## src/sv/srt_pkg.sv

```systemverilog
package srt_pkg;

    typedef enum logic [1:0] {
        OP_MOVE = 2'd0,
        OP_HOME = 2'd1,
        OP_STOP = 2'd2,
        OP_TICK = 2'd3
    } op_t;

    typedef enum logic [1:0] {
        MODE_IDLE   = 2'd0,
        MODE_HOMING = 2'd1,
        MODE_MOVE   = 2'd2
    } run_mode_t;

    typedef enum logic [1:0] {
        PH_IDLE   = 2'd0,
        PH_ACCEL  = 2'd1,
        PH_CRUISE = 2'd2,
        PH_DECEL  = 2'd3
    } phase_t;

    // Configuration register indexes (paddr[2])
    localparam logic REG_MICROSTEP = 1'b0;
    localparam logic REG_SPEED     = 1'b1;

    localparam logic [4:0]  MICROSTEP_RESET = 5'd2;
    localparam logic [14:0] SPEED_RESET     = 15'd1000;
    localparam logic [14:0] FREQ_CAP        = 15'd20000;
    localparam logic [14:0] HOMING_FREQ     = 15'd400;

    // floor(x/3) = (x * DIV3_MULT) >> DIV3_SHIFT, exact for x < 2^20
    localparam logic [20:0] DIV3_MULT  = 21'd1398102;
    localparam int          DIV3_SHIFT = 22;

    // floor(f*2^20/32e6) = floor(f*512/15625) = (f * NCO_MULT) >> NCO_SHIFT, f < 2^15
    localparam logic [25:0] NCO_MULT  = 26'd35184373;
    localparam int          NCO_SHIFT = 30;

    typedef struct packed {
        logic [1:0]         op;
        logic signed [31:0] target_steps;
        logic signed [31:0] measured_pos;
    } in_item_t;

    typedef struct packed {
        logic [19:0] nco_increment;
        logic        motor_on;
        logic        direction;
        logic        move_done;
        logic [1:0]  ramp_phase;
        logic [1:0]  mode_now;
    } out_item_t;

    // Classified command handed from front to back
    typedef struct packed {
        op_t         op;
        logic [31:0] goal;
        logic [31:0] pos;
        logic        dir;
        logic [14:0] cruise;
        logic [11:0] base;
        logic [2:0]  dsh;
        logic [31:0] accel;
        logic [31:0] decel;
        logic        to_decel;
    } cmd_t;

    // Status of one item before the increment is formed
    typedef struct packed {
        logic [14:0] freq;
        logic        motor_on;
        logic        direction;
        logic        move_done;
        phase_t      phase;
        run_mode_t   mode;
    } res_t;

    function automatic logic [31:0] dist32(input logic [31:0] a, input logic [31:0] b);
        logic [31:0] d;
        d = a - b;
        if (d[31]) begin
            d = 32'd0 - d;
        end
        return d;
    endfunction

endpackage

```

## src/sv/srt_front.sv

```systemverilog
module srt_front (
    input  logic              aclk,
    input  logic              aresetn,
    input  logic              s_valid,
    output logic              s_ready,
    input  srt_pkg::in_item_t s_item,
    input  logic [4:0]        microstep_mode,
    input  logic [14:0]       max_speed,
    output logic              q_valid,
    input  logic              q_ready,
    output srt_pkg::cmd_t     q_cmd
);

    logic adv1, adv2, adv3;
    logic v1_reg, v2_reg, v3_reg;

    // stage 1
    srt_pkg::op_t op1_reg;
    logic [31:0]  goal1_reg, pos1_reg, total1_reg;
    logic         dir1_reg;
    logic [40:0]  prod1_reg;
    logic [11:0]  base1_reg;
    logic [2:0]   dsh1_reg;

    // stage 2
    srt_pkg::op_t op2_reg;
    logic [31:0]  goal2_reg, pos2_reg, total2_reg, raw2_reg;
    logic         dir2_reg;
    logic [14:0]  cruise2_reg;
    logic [11:0]  base2_reg;
    logic [2:0]   dsh2_reg;

    srt_pkg::cmd_t cmd3_reg;

    logic [2:0]  mlog;
    logic [2:0]  dsh_c;
    logic [11:0] base_c;
    logic [19:0] speed_x;
    logic [40:0] prod_c;
    logic [18:0] quot_c;
    logic [14:0] cruise_c;
    logic [31:0] raw_c;
    logic [31:0] sum_c;
    logic        tri_c;
    logic [31:0] half_c;

    assign adv3    = !v3_reg || q_ready;
    assign adv2    = !v2_reg || adv3;
    assign adv1    = !v1_reg || adv2;
    assign s_ready = adv1;
    assign q_valid = v3_reg;
    assign q_cmd   = cmd3_reg;

    always_comb begin
        case (microstep_mode)
            5'd1: begin
                mlog   = 3'd0;
                base_c = 12'd900;
            end
            5'd2: begin
                mlog   = 3'd1;
                base_c = 12'd2000;
            end
            5'd4: begin
                mlog   = 3'd2;
                base_c = 12'd800;
            end
            5'd8: begin
                mlog   = 3'd3;
                base_c = 12'd1600;
            end
            5'd16: begin
                mlog   = 3'd4;
                base_c = 12'd3200;
            end
            default: begin
                mlog   = 3'd0;
                base_c = 12'd900;
            end
        endcase
        dsh_c   = mlog + 3'd1;
        // speed*40*mode/60 = (speed*2*mode)/3
        speed_x = 20'(max_speed) << dsh_c;
        prod_c  = {21'd0, speed_x} * {20'd0, srt_pkg::DIV3_MULT};
    end

    always_comb begin
        quot_c   = prod1_reg[40:srt_pkg::DIV3_SHIFT];
        cruise_c = (quot_c > 19'(srt_pkg::FREQ_CAP)) ? srt_pkg::FREQ_CAP : quot_c[14:0];
        raw_c    = (32'(cruise_c) - 32'(base1_reg)) << dsh1_reg;
    end

    always_comb begin
        sum_c  = raw2_reg + raw2_reg;
        tri_c  = total2_reg <= sum_c;
        half_c = total2_reg >> 1;
    end

    always_ff @(posedge aclk) begin
        if (!aresetn) begin
            v1_reg <= 1'b0;
            v2_reg <= 1'b0;
            v3_reg <= 1'b0;
        end else begin
            if (adv1) begin
                v1_reg <= s_valid;
            end
            if (adv2) begin
                v2_reg <= v1_reg;
            end
            if (adv3) begin
                v3_reg <= v2_reg;
            end
        end
    end

    always_ff @(posedge aclk) begin
        if (adv1 && s_valid) begin
            op1_reg    <= srt_pkg::op_t'(s_item.op);
            goal1_reg  <= s_item.target_steps;
            pos1_reg   <= s_item.measured_pos;
            total1_reg <= srt_pkg::dist32(s_item.target_steps, s_item.measured_pos);
            dir1_reg   <= s_item.target_steps > s_item.measured_pos;
            prod1_reg  <= prod_c;
            base1_reg  <= base_c;
            dsh1_reg   <= dsh_c;
        end
        if (adv2 && v1_reg) begin
            op2_reg     <= op1_reg;
            goal2_reg   <= goal1_reg;
            pos2_reg    <= pos1_reg;
            total2_reg  <= total1_reg;
            dir2_reg    <= dir1_reg;
            cruise2_reg <= cruise_c;
            raw2_reg    <= raw_c;
            base2_reg   <= base1_reg;
            dsh2_reg    <= dsh1_reg;
        end
        if (adv3 && v2_reg) begin
            cmd3_reg.op       <= op2_reg;
            cmd3_reg.goal     <= goal2_reg;
            cmd3_reg.pos      <= pos2_reg;
            cmd3_reg.dir      <= dir2_reg;
            cmd3_reg.cruise   <= cruise2_reg;
            cmd3_reg.base     <= base2_reg;
            cmd3_reg.dsh      <= dsh2_reg;
            // short move: split into a triangle
            cmd3_reg.accel    <= tri_c ? half_c : raw2_reg;
            cmd3_reg.decel    <= tri_c ? (total2_reg - half_c) : raw2_reg;
            cmd3_reg.to_decel <= tri_c;
        end
    end

endmodule

```

## src/sv/srt_queue.sv

```systemverilog
module srt_queue #(
    parameter int DEPTH = 4
) (
    input  logic          aclk,
    input  logic          aresetn,
    input  logic          in_valid,
    output logic          in_ready,
    input  srt_pkg::cmd_t in_cmd,
    output logic          out_valid,
    input  logic          out_ready,
    output srt_pkg::cmd_t out_cmd
);

    localparam int AW = (DEPTH > 1) ? $clog2(DEPTH) : 1;
    localparam int CW = $clog2(DEPTH + 1);

    srt_pkg::cmd_t   mem [DEPTH];
    logic [AW-1:0]   wr_ptr_reg, rd_ptr_reg;
    logic [CW-1:0]   count_reg, count_next;
    logic            push, pop;

    assign in_ready  = count_reg != CW'(DEPTH);
    assign out_valid = count_reg != '0;
    assign out_cmd   = mem[rd_ptr_reg];
    assign push      = in_valid && in_ready;
    assign pop       = out_valid && out_ready;

    always_comb begin
        count_next = count_reg;
        if (push && !pop) begin
            count_next = count_reg + 1'b1;
        end else if (pop && !push) begin
            count_next = count_reg - 1'b1;
        end
    end

    always_ff @(posedge aclk) begin
        if (!aresetn) begin
            wr_ptr_reg <= '0;
            rd_ptr_reg <= '0;
            count_reg  <= '0;
        end else begin
            count_reg <= count_next;
            if (push) begin
                wr_ptr_reg <= (wr_ptr_reg == AW'(DEPTH - 1)) ? '0 : wr_ptr_reg + 1'b1;
            end
            if (pop) begin
                rd_ptr_reg <= (rd_ptr_reg == AW'(DEPTH - 1)) ? '0 : rd_ptr_reg + 1'b1;
            end
        end
    end

    always_ff @(posedge aclk) begin
        if (push) begin
            mem[wr_ptr_reg] <= in_cmd;
        end
    end

endmodule

```

## src/sv/srt_back.sv

```systemverilog
module srt_back (
    input  logic          aclk,
    input  logic          aresetn,
    input  logic          q_valid,
    output logic          q_ready,
    input  srt_pkg::cmd_t q_cmd,
    output logic          res_valid,
    input  logic          res_ready,
    output srt_pkg::res_t res
);

    srt_pkg::run_mode_t mode_reg, mode_next;
    srt_pkg::phase_t    phase_reg, phase_next;
    logic               enable_reg, enable_next;
    logic               dir_reg, dir_next;
    logic [14:0]        freq_reg, freq_next;
    logic [31:0]        start_reg, goal_reg, accel_reg, decel_reg;
    logic [14:0]        cruise_reg;
    logic [11:0]        base_reg;
    logic [2:0]         dsh_reg;
    logic               to_decel_reg;
    logic               res_valid_reg;
    srt_pkg::res_t      res_reg;

    logic               pop, done;
    logic [31:0]        moved, remaining;
    logic [14:0]        ramp_moved, ramp_rem;
    srt_pkg::phase_t    ph;

    function automatic logic [14:0] ramp_freq(input logic [31:0] count, input logic [11:0] base,
                                              input logic [14:0] cruise, input logic [2:0] dsh);
        logic [31:0] sh;
        logic [32:0] sum;
        sh  = count >> dsh;
        sum = {1'b0, sh} + 33'(base);
        if (sum > 33'(cruise)) begin
            return cruise;
        end
        return sum[14:0];
    endfunction

    assign q_ready   = !res_valid_reg || res_ready;
    assign pop       = q_valid && q_ready;
    assign res_valid = res_valid_reg;
    assign res       = res_reg;

    always_comb begin
        moved      = srt_pkg::dist32(q_cmd.pos, start_reg);
        remaining  = srt_pkg::dist32(goal_reg, q_cmd.pos);
        ramp_moved = ramp_freq(moved, base_reg, cruise_reg, dsh_reg);
        ramp_rem   = ramp_freq(remaining, base_reg, cruise_reg, dsh_reg);

        mode_next   = mode_reg;
        phase_next  = phase_reg;
        enable_next = enable_reg;
        dir_next    = dir_reg;
        freq_next   = freq_reg;
        done        = 1'b0;
        ph          = phase_reg;

        case (q_cmd.op)
            srt_pkg::OP_MOVE: begin
                mode_next   = srt_pkg::MODE_MOVE;
                phase_next  = srt_pkg::PH_ACCEL;
                enable_next = 1'b1;
                dir_next    = q_cmd.dir;
                freq_next   = 15'(q_cmd.base);
            end
            srt_pkg::OP_HOME: begin
                mode_next   = srt_pkg::MODE_HOMING;
                enable_next = 1'b1;
                dir_next    = 1'b0;
                freq_next   = srt_pkg::HOMING_FREQ;
            end
            srt_pkg::OP_STOP: begin
                mode_next   = srt_pkg::MODE_IDLE;
                phase_next  = srt_pkg::PH_IDLE;
                enable_next = 1'b0;
            end
            srt_pkg::OP_TICK: begin
                if (mode_reg == srt_pkg::MODE_MOVE) begin
                    if (remaining < 32'd2) begin
                        mode_next   = srt_pkg::MODE_IDLE;
                        phase_next  = srt_pkg::PH_IDLE;
                        enable_next = 1'b0;
                        done        = 1'b1;
                    end else begin
                        if (ph == srt_pkg::PH_ACCEL) begin
                            if (moved >= accel_reg) begin
                                freq_next = cruise_reg;
                                ph = to_decel_reg ? srt_pkg::PH_DECEL : srt_pkg::PH_CRUISE;
                            end else begin
                                freq_next = ramp_moved;
                            end
                        end else if (ph == srt_pkg::PH_CRUISE) begin
                            if (remaining <= decel_reg) begin
                                ph = srt_pkg::PH_DECEL;
                            end
                        end
                        if (ph == srt_pkg::PH_DECEL) begin
                            freq_next = ramp_rem;
                        end
                        phase_next = ph;
                    end
                end
            end
            default: begin
                mode_next = mode_reg;
            end
        endcase
    end

    always_ff @(posedge aclk) begin
        if (!aresetn) begin
            mode_reg      <= srt_pkg::MODE_IDLE;
            phase_reg     <= srt_pkg::PH_IDLE;
            enable_reg    <= 1'b0;
            dir_reg       <= 1'b0;
            freq_reg      <= srt_pkg::HOMING_FREQ;
            res_valid_reg <= 1'b0;
        end else begin
            if (pop) begin
                mode_reg   <= mode_next;
                phase_reg  <= phase_next;
                enable_reg <= enable_next;
                dir_reg    <= dir_next;
                freq_reg   <= freq_next;
            end
            if (q_ready) begin
                res_valid_reg <= q_valid;
            end
        end
    end

    always_ff @(posedge aclk) begin
        if (pop) begin
            res_reg.freq      <= freq_next;
            res_reg.motor_on  <= enable_next;
            res_reg.direction <= dir_next;
            res_reg.move_done <= done;
            res_reg.phase     <= phase_next;
            res_reg.mode      <= mode_next;
        end
        // latch the move profile
        if (pop && q_cmd.op == srt_pkg::OP_MOVE) begin
            start_reg    <= q_cmd.pos;
            goal_reg     <= q_cmd.goal;
            accel_reg    <= q_cmd.accel;
            decel_reg    <= q_cmd.decel;
            cruise_reg   <= q_cmd.cruise;
            base_reg     <= q_cmd.base;
            dsh_reg      <= q_cmd.dsh;
            to_decel_reg <= q_cmd.to_decel;
        end
    end

endmodule

```

## src/sv/srt_nco_out.sv

```systemverilog
module srt_nco_out (
    input  logic               aclk,
    input  logic               aresetn,
    input  logic               res_valid,
    output logic               res_ready,
    input  srt_pkg::res_t      res,
    output logic               m_valid,
    input  logic               m_ready,
    output srt_pkg::out_item_t m_item
);

    logic               m_valid_reg;
    srt_pkg::out_item_t m_item_reg;
    logic [40:0]        prod;
    logic [10:0]        inc;

    assign res_ready = !m_valid_reg || m_ready;
    assign m_valid   = m_valid_reg;
    assign m_item    = m_item_reg;

    always_comb begin
        prod = {26'd0, res.freq} * {15'd0, srt_pkg::NCO_MULT};
        inc  = prod[40:srt_pkg::NCO_SHIFT];
        if (inc == '0) begin
            inc = 11'd1;
        end
    end

    always_ff @(posedge aclk) begin
        if (!aresetn) begin
            m_valid_reg <= 1'b0;
        end else if (res_ready) begin
            m_valid_reg <= res_valid;
        end
    end

    always_ff @(posedge aclk) begin
        if (res_ready && res_valid) begin
            m_item_reg.nco_increment <= 20'(inc);
            m_item_reg.motor_on      <= res.motor_on;
            m_item_reg.direction     <= res.direction;
            m_item_reg.move_done     <= res.move_done;
            m_item_reg.ramp_phase    <= 2'(res.phase);
            m_item_reg.mode_now      <= 2'(res.mode);
        end
    end

endmodule

```

## src/sv/stepper_trapezoid_ramp_core.sv

```systemverilog
// Trapezoidal stepper ramp generator.
// Input channel (s_valid/s_ready/s_item) takes one command per item: start a
// move, start homing, stop, or a position tick. Each item yields exactly one
// result on the output channel (m_valid/m_ready/m_item) carrying the NCO
// increment and the motor status flags, in input order.
// Microstep mode and max speed are written over the APB port (byte address 0
// and 4); writes with out-of-range values are dropped. Write them only while
// no items are in flight.
// Path: the edge that accepts the item loads the first of three classify
// stages, then the queue, the state update and the increment multiply
// registers follow, after which m_valid rises. Throughput is one item per
// cycle while m_ready is high; the back-end state update reads back its
// own registered state for each item.
// A QUEUE_DEPTH-entry queue separates the front from the back; it and the
// front stages let the block keep accepting while a result waits. When
// m_ready stays low the pipeline fills and s_ready drops.
// Reset clears the pipeline and returns to idle with the 400 Hz increment,
// microstep mode 2 and max speed 1000.
module stepper_trapezoid_ramp_core #(
    parameter int QUEUE_DEPTH = 4
) (
    input  logic               aclk,
    input  logic               aresetn,
    input  logic               s_valid,
    output logic               s_ready,
    input  srt_pkg::in_item_t  s_item,
    output logic               m_valid,
    input  logic               m_ready,
    output srt_pkg::out_item_t m_item,
    input  logic               psel,
    input  logic               penable,
    input  logic               pwrite,
    input  logic [2:0]         paddr,
    input  logic [31:0]        pwdata,
    output logic [31:0]        prdata,
    output logic               pready
);

    logic [4:0]    mode_reg, mode_next;
    logic [14:0]   speed_reg, speed_next;
    logic          cfg_wr;

    logic          fq_valid, fq_ready;
    srt_pkg::cmd_t fq_cmd;
    logic          qb_valid, qb_ready;
    srt_pkg::cmd_t qb_cmd;
    logic          res_valid, res_ready;
    srt_pkg::res_t res;

    assign pready = 1'b1;
    assign cfg_wr = psel && penable && pwrite && pready;

    always_comb begin
        mode_next  = mode_reg;
        speed_next = speed_reg;
        if (cfg_wr) begin
            case (paddr[2])
                srt_pkg::REG_MICROSTEP: begin
                    if (pwdata[4:0] inside {5'd1, 5'd2, 5'd4, 5'd8, 5'd16}) begin
                        mode_next = pwdata[4:0];
                    end
                end
                srt_pkg::REG_SPEED: begin
                    if (pwdata[14:0] inside {[15'd1:srt_pkg::FREQ_CAP]}) begin
                        speed_next = pwdata[14:0];
                    end
                end
                default: begin
                    mode_next = mode_reg;
                end
            endcase
        end
    end

    always_comb begin
        case (paddr[2])
            srt_pkg::REG_MICROSTEP: prdata = {27'd0, mode_reg};
            srt_pkg::REG_SPEED:     prdata = {17'd0, speed_reg};
            default:                prdata = '0;
        endcase
    end

    always_ff @(posedge aclk) begin
        if (!aresetn) begin
            mode_reg  <= srt_pkg::MICROSTEP_RESET;
            speed_reg <= srt_pkg::SPEED_RESET;
        end else begin
            mode_reg  <= mode_next;
            speed_reg <= speed_next;
        end
    end

    srt_front u_front (
        .aclk           (aclk),
        .aresetn        (aresetn),
        .s_valid        (s_valid),
        .s_ready        (s_ready),
        .s_item         (s_item),
        .microstep_mode (mode_reg),
        .max_speed      (speed_reg),
        .q_valid        (fq_valid),
        .q_ready        (fq_ready),
        .q_cmd          (fq_cmd)
    );

    srt_queue #(
        .DEPTH (QUEUE_DEPTH)
    ) u_queue (
        .aclk      (aclk),
        .aresetn   (aresetn),
        .in_valid  (fq_valid),
        .in_ready  (fq_ready),
        .in_cmd    (fq_cmd),
        .out_valid (qb_valid),
        .out_ready (qb_ready),
        .out_cmd   (qb_cmd)
    );

    srt_back u_back (
        .aclk      (aclk),
        .aresetn   (aresetn),
        .q_valid   (qb_valid),
        .q_ready   (qb_ready),
        .q_cmd     (qb_cmd),
        .res_valid (res_valid),
        .res_ready (res_ready),
        .res       (res)
    );

    srt_nco_out u_nco_out (
        .aclk      (aclk),
        .aresetn   (aresetn),
        .res_valid (res_valid),
        .res_ready (res_ready),
        .res       (res),
        .m_valid   (m_valid),
        .m_ready   (m_ready),
        .m_item    (m_item)
    );

    // A finished move reports the motor off and the block idle
    a_done_idle: assert property (@(posedge aclk) disable iff (!aresetn)
        m_valid && m_item.move_done |-> !m_item.motor_on &&
            m_item.mode_now == 2'(srt_pkg::MODE_IDLE) &&
            m_item.ramp_phase == 2'(srt_pkg::PH_IDLE))
        else $error("move_done without idle status");

    // While moving the ramp is always in a live phase
    a_move_phase: assert property (@(posedge aclk) disable iff (!aresetn)
        m_valid && m_item.mode_now == 2'(srt_pkg::MODE_MOVE) |->
            m_item.ramp_phase != 2'(srt_pkg::PH_IDLE))
        else $error("moving with idle ramp phase");

    // Increment never reaches zero
    a_inc_nonzero: assert property (@(posedge aclk) disable iff (!aresetn)
        m_valid |-> m_item.nco_increment != 20'd0)
        else $error("zero NCO increment");

    // Queue and back stage stay empty through reset
    a_reset_flush: assert property (@(posedge aclk)
        !aresetn |=> !m_valid && !res_valid && !qb_valid)
        else $error("pipeline not flushed by reset");

endmodule
```

## config.mk

```make
export PLATFORM = sky130hd
export DESIGN_NAME = stepper_trapezoid_ramp_core
export DESIGN_NICKNAME = d
export VERILOG_FILES = /design/src/sv/srt_pkg.sv /design/src/sv/srt_front.sv /design/src/sv/srt_queue.sv /design/src/sv/srt_back.sv /design/src/sv/srt_nco_out.sv /design/src/sv/stepper_trapezoid_ramp_core.sv
export SDC_FILE = /design/constraint.sdc
export NUM_CORES = 2
export LEC_CHECK = 0
export BUFFER_PORTS_ARGS = -buffer_cell sky130_fd_sc_hd__buf_4
export CORE_MARGIN = 1.5
export CORE_UTILIZATION = 58
export DETAILED_ROUTE_END_ITERATION = 16
export MAX_ROUTING_LAYER = met4
export PLACE_DENSITY = 0.82
export SLEW_MARGIN = 25
export SYNTH_ARGS = -nofsm -noshare
export SYNTH_HDL_FRONTEND = slang
export SYNTH_SLANG_ARGS = --single-unit
```

## constraint.sdc

```tcl
create_clock -name aclk -period 11.3 [get_ports aclk]
set_input_delay 0 -clock aclk [delete_from_list [all_inputs] [get_ports aclk]]
set_output_delay 0 -clock aclk [all_outputs]
set_load 0.005 [all_outputs]
```

==> results by group <==
Layout
  • Fill cells: 9201
  • Final non-filler cell total: 8532
  • Highest-count cells in the layout ignoring fill and taps: 1270 x edfxtp_1, 683 x inv_1, 615 x ha_1, 359 x nor2_1, 338 x nand2_1
  • Biggest register: u_queue.mem
  • Max reg flops: 636
  • Nets@finish: 7631
  • Commonest non-fill, non-tap cell in the layout: edfxtp_1
  • Layout area overhead: 11.1%
  • Fin util: 64.9%
  • Ratio of cells with drive above 1 in the final layout: 10.5%

Die
  • Std cell rows: 135
  • Core Footprint: 0.135 mm²
  • Die width: 372 µm
  • Die Area: 0.139 mm²
  • Top Ports: 170
  • Initial Utilization: 58.4%
  • Die Span Y: 372 µm

Route
  • DR vias/cell: 6.61
  • Routed WL: 233000 µm
  • DRT antenna net count: 0
  • Residual DRC: 0
  • Initial DRC Count: 7527
  • Wire length per cell: 27.3 µm
  • Vias: 56.4k
  • First-pass DRT Iterations: 8

GRT
  • First-pass GRT wire length: 348000 µm
  • Initial antenna violation count: 10
  • Remaining global-route overflow: 0
  • Number of global-route vias before repair: 55.7k
  • Largest net degree at the start of global routing: 154
  • Gr usage total: 34.5%

Yosys
  • Synthesized flop and latch total: 1325
  • Compound-Gate Fraction of Synth Area: 10.7%
  • Synth Area in XOR/XNOR: 2.61%
  • Average cell area after synthesis: 12.4 µm²
  • EDFF count, synth: 1270
  • Top FF cell, synth: edfxtp_1
  • Area leader, netlist: edfxtp_1
  • Share of the synthesized area in the top cell type: 48.2%
  • Asr flop ratio synth: 0%
  • Dominant cells by area after synthesis: edfxtp_1 48%, ha_1 9.7%, fa_1 6.8%
  • Mux cell area share after synthesis: 7.28%
  • Cell Area, Synth: 0.0791 mm²
  • Adder-Cell Fraction of Synth Area: 16.5%
  • Post-synth cell types: 114
  • Simple-gate share of the synthesized area: 8.71%
  • Largest family of logic cells by synthesized area: adder cells
  • Seq/Total Area, Yosys: 49.6%
  • Syn. warnings: 0
  • Gate Count Post-Synth: 6351

Place
  • RD Place Congestion: 0.981
  • Cells after DPL: 8132
  • Post-DP HPWL: 151000 µm
  • PortBufs: 123

Clock tree
  • Reg clk slew, reported paths: 0.07 ns
  • Root Buffer: clkbuf_16
  • H-tree levels: 3
  • TritonCTS clock tree: built
  • Clock buffer depth: 3
  • Clk sinks: 1325
  • Number of CTS-inserted buffers: 120
  • Clock latency on the worst-skew pair: 0.79 ns

Timing
  • Tmin final: 10.81 ns
  • Worst rel slew slack: 24.5%
  • Sum of negative setup slack: 0 ns
  • Final setup viols: 0
  • Fin. Hold Viols: 0
  • Unrepaired setup endpoints after global routing: no
  • Worst-Margin Slew: 1.13 ns
  • Tcrit/Tclk final: 95.7%
  • Max Clock Skew: 0.0819 ns
  • Max Clock Freq: 92.5 MHz
  • Final slew viol count: 0

Worst setup path
  • Crit path DAT: 11.31 ns
  • Crit Path Max Fanout: 42
  • Reg-to-Reg End: u_back.res[9]
  • Crit Path Class: flop to flop
  • CP max-delay cell: dfxtp_4
  • Startpoint types: flop
  • FF-to-FF setup slack: 0.49 ns
  • Crit end category: flop
  • Number of cells on the worst reg-to-reg path: 41
  • Critical Path RT: 11.80 ns
  • CP max stage delay: 0.81 ns

Status
  • Status: completed

Worst hold path
  • Number of cells on the worst hold path: 2
  • HP Start: s_item[10]
  • Worst min path class: input port to flop
  • Worst Hold End: u_front.pos1_reg[10]

Flow run
  • Max-Cap Viols: 0
## layout make-up
cell class / instances / area (µm²) / share of cell area (%)
antenna: 10 / 25.0 / 0.0285
clock buffer: 139 / 3070 / 3.50
clock inverter: 83 / 896 / 1.02
inverter: 689 / 2590 / 2.94
multi-input combinational: 4125 / 36400 / 41.5
sequential: 1325 / 39200 / 44.7
tap: 1781 / 2230 / 2.54
timing repair buffer: 380 / 3380 / 3.84
## worst max-delay path, delay by kind of cell, from the launching register on
family	cells	cell delay (ns)
multiplexers	3	1.13
adder cells (fa/ha/maj)	4	1.37
AO/OA/AOI/OAI	19	3.90
XOR/XNOR	2	0.82
flip-flops	1	0.81
AND/OR/NAND/NOR	11	2.16
buffers and inverters	2	0.30
## worst max path at each step
stage	start	endpoint	slack, ns	cells past startpoint
floorplan	flop	u_back.res[11]	1.08	48
global placement	flop	u_back.res[12]	0.84	41
detailed placement	flop	u_back.res[13]	0.61	44
finish	flop	u_back.res[9]	0.49	41
global route	flop	u_back.res[13]	0.006	43
CTS	flop	u_back.res[13]	0.47	44
## cells in the mapped netlist (14+ instances only)
library cell,instances
a211oi_1,63
edfxtp_1,1270
a22oi_1,14
mux2i_1,138
o21a_1,61
nand2b_1,51
mux2_2,44
o21bai_1,20
xor2_1,79
buf_2,24
a21boi_0,27
and2_1,52
a221oi_1,15
dfxtp_1,55
nand2_1,338
a211o_1,17
or3_1,48
a21o_1,110
a311oi_1,16
mux4_2,171
or4_1,18
nor2_1,360
nor2b_1,44
nand3_1,106
buf_4,30
nand4_1,75
buf_1,37
o21ai_0,265
and3_1,52
or2_2,15
fa_1,267
clkbuf_1,143
nor4_1,37
o211ai_1,38
xnor2_1,147
o2111ai_1,18
ha_1,615
o22ai_1,20
a31oi_1,50
inv_1,684
a21oi_1,267
o221ai_1,17
o31ai_1,33
o211a_1,17
nor3_1,121
## cell families (layout without fill, tap and decap cells)
family | after synthesis | in the layout
xor+xnor | 231 | 231
flops | 1325 | 1325
compound gates | 1241 | 1241
fa+ha+maj | 882 | 882
mux | 355 | 355
other cells | 2 | 37
buf+inv | 926 | 1291
simple gates | 1389 | 1389
## repair_timing
action | 4_1_cts | 5_1_grt
hold buffers | 166 | 0
endpoints found under the setup margin | 0 | 29
resized for setup | 0 | 5
hold endpoints to repair | 143 | 0
setup buffers | 0 | 1
## layer usage
metal,global-route usage (%),up-vias,routed length (µm)
met4,16.8,0,13900
met2,54.4,3869,110000
met3,7.00,879,23900
met5,-,-,0
met1,42.7,27500,85000
li1,-,24100,-
## per-stage QoR
stage | instance area (µm²) | hold WS, ns | worst slack [ns]
6_report | 87900 | 0.0459 | 0.486
5_1_grt | 87800 | 0.0297 | 0.00557
4_1_cts | 87700 | 0.00120 | 0.469
3_5_place_dp | 82100 | 0.181 | 0.607
3_3_place_gp | 82100 | 0.184 | 0.835
2_1_floorplan | 79200 | 0.0989 | 1.08
Power is left out: the tool's default activity adds up to more than one toggle a clock period on the data nets, which glitch-free logic cannot reach.
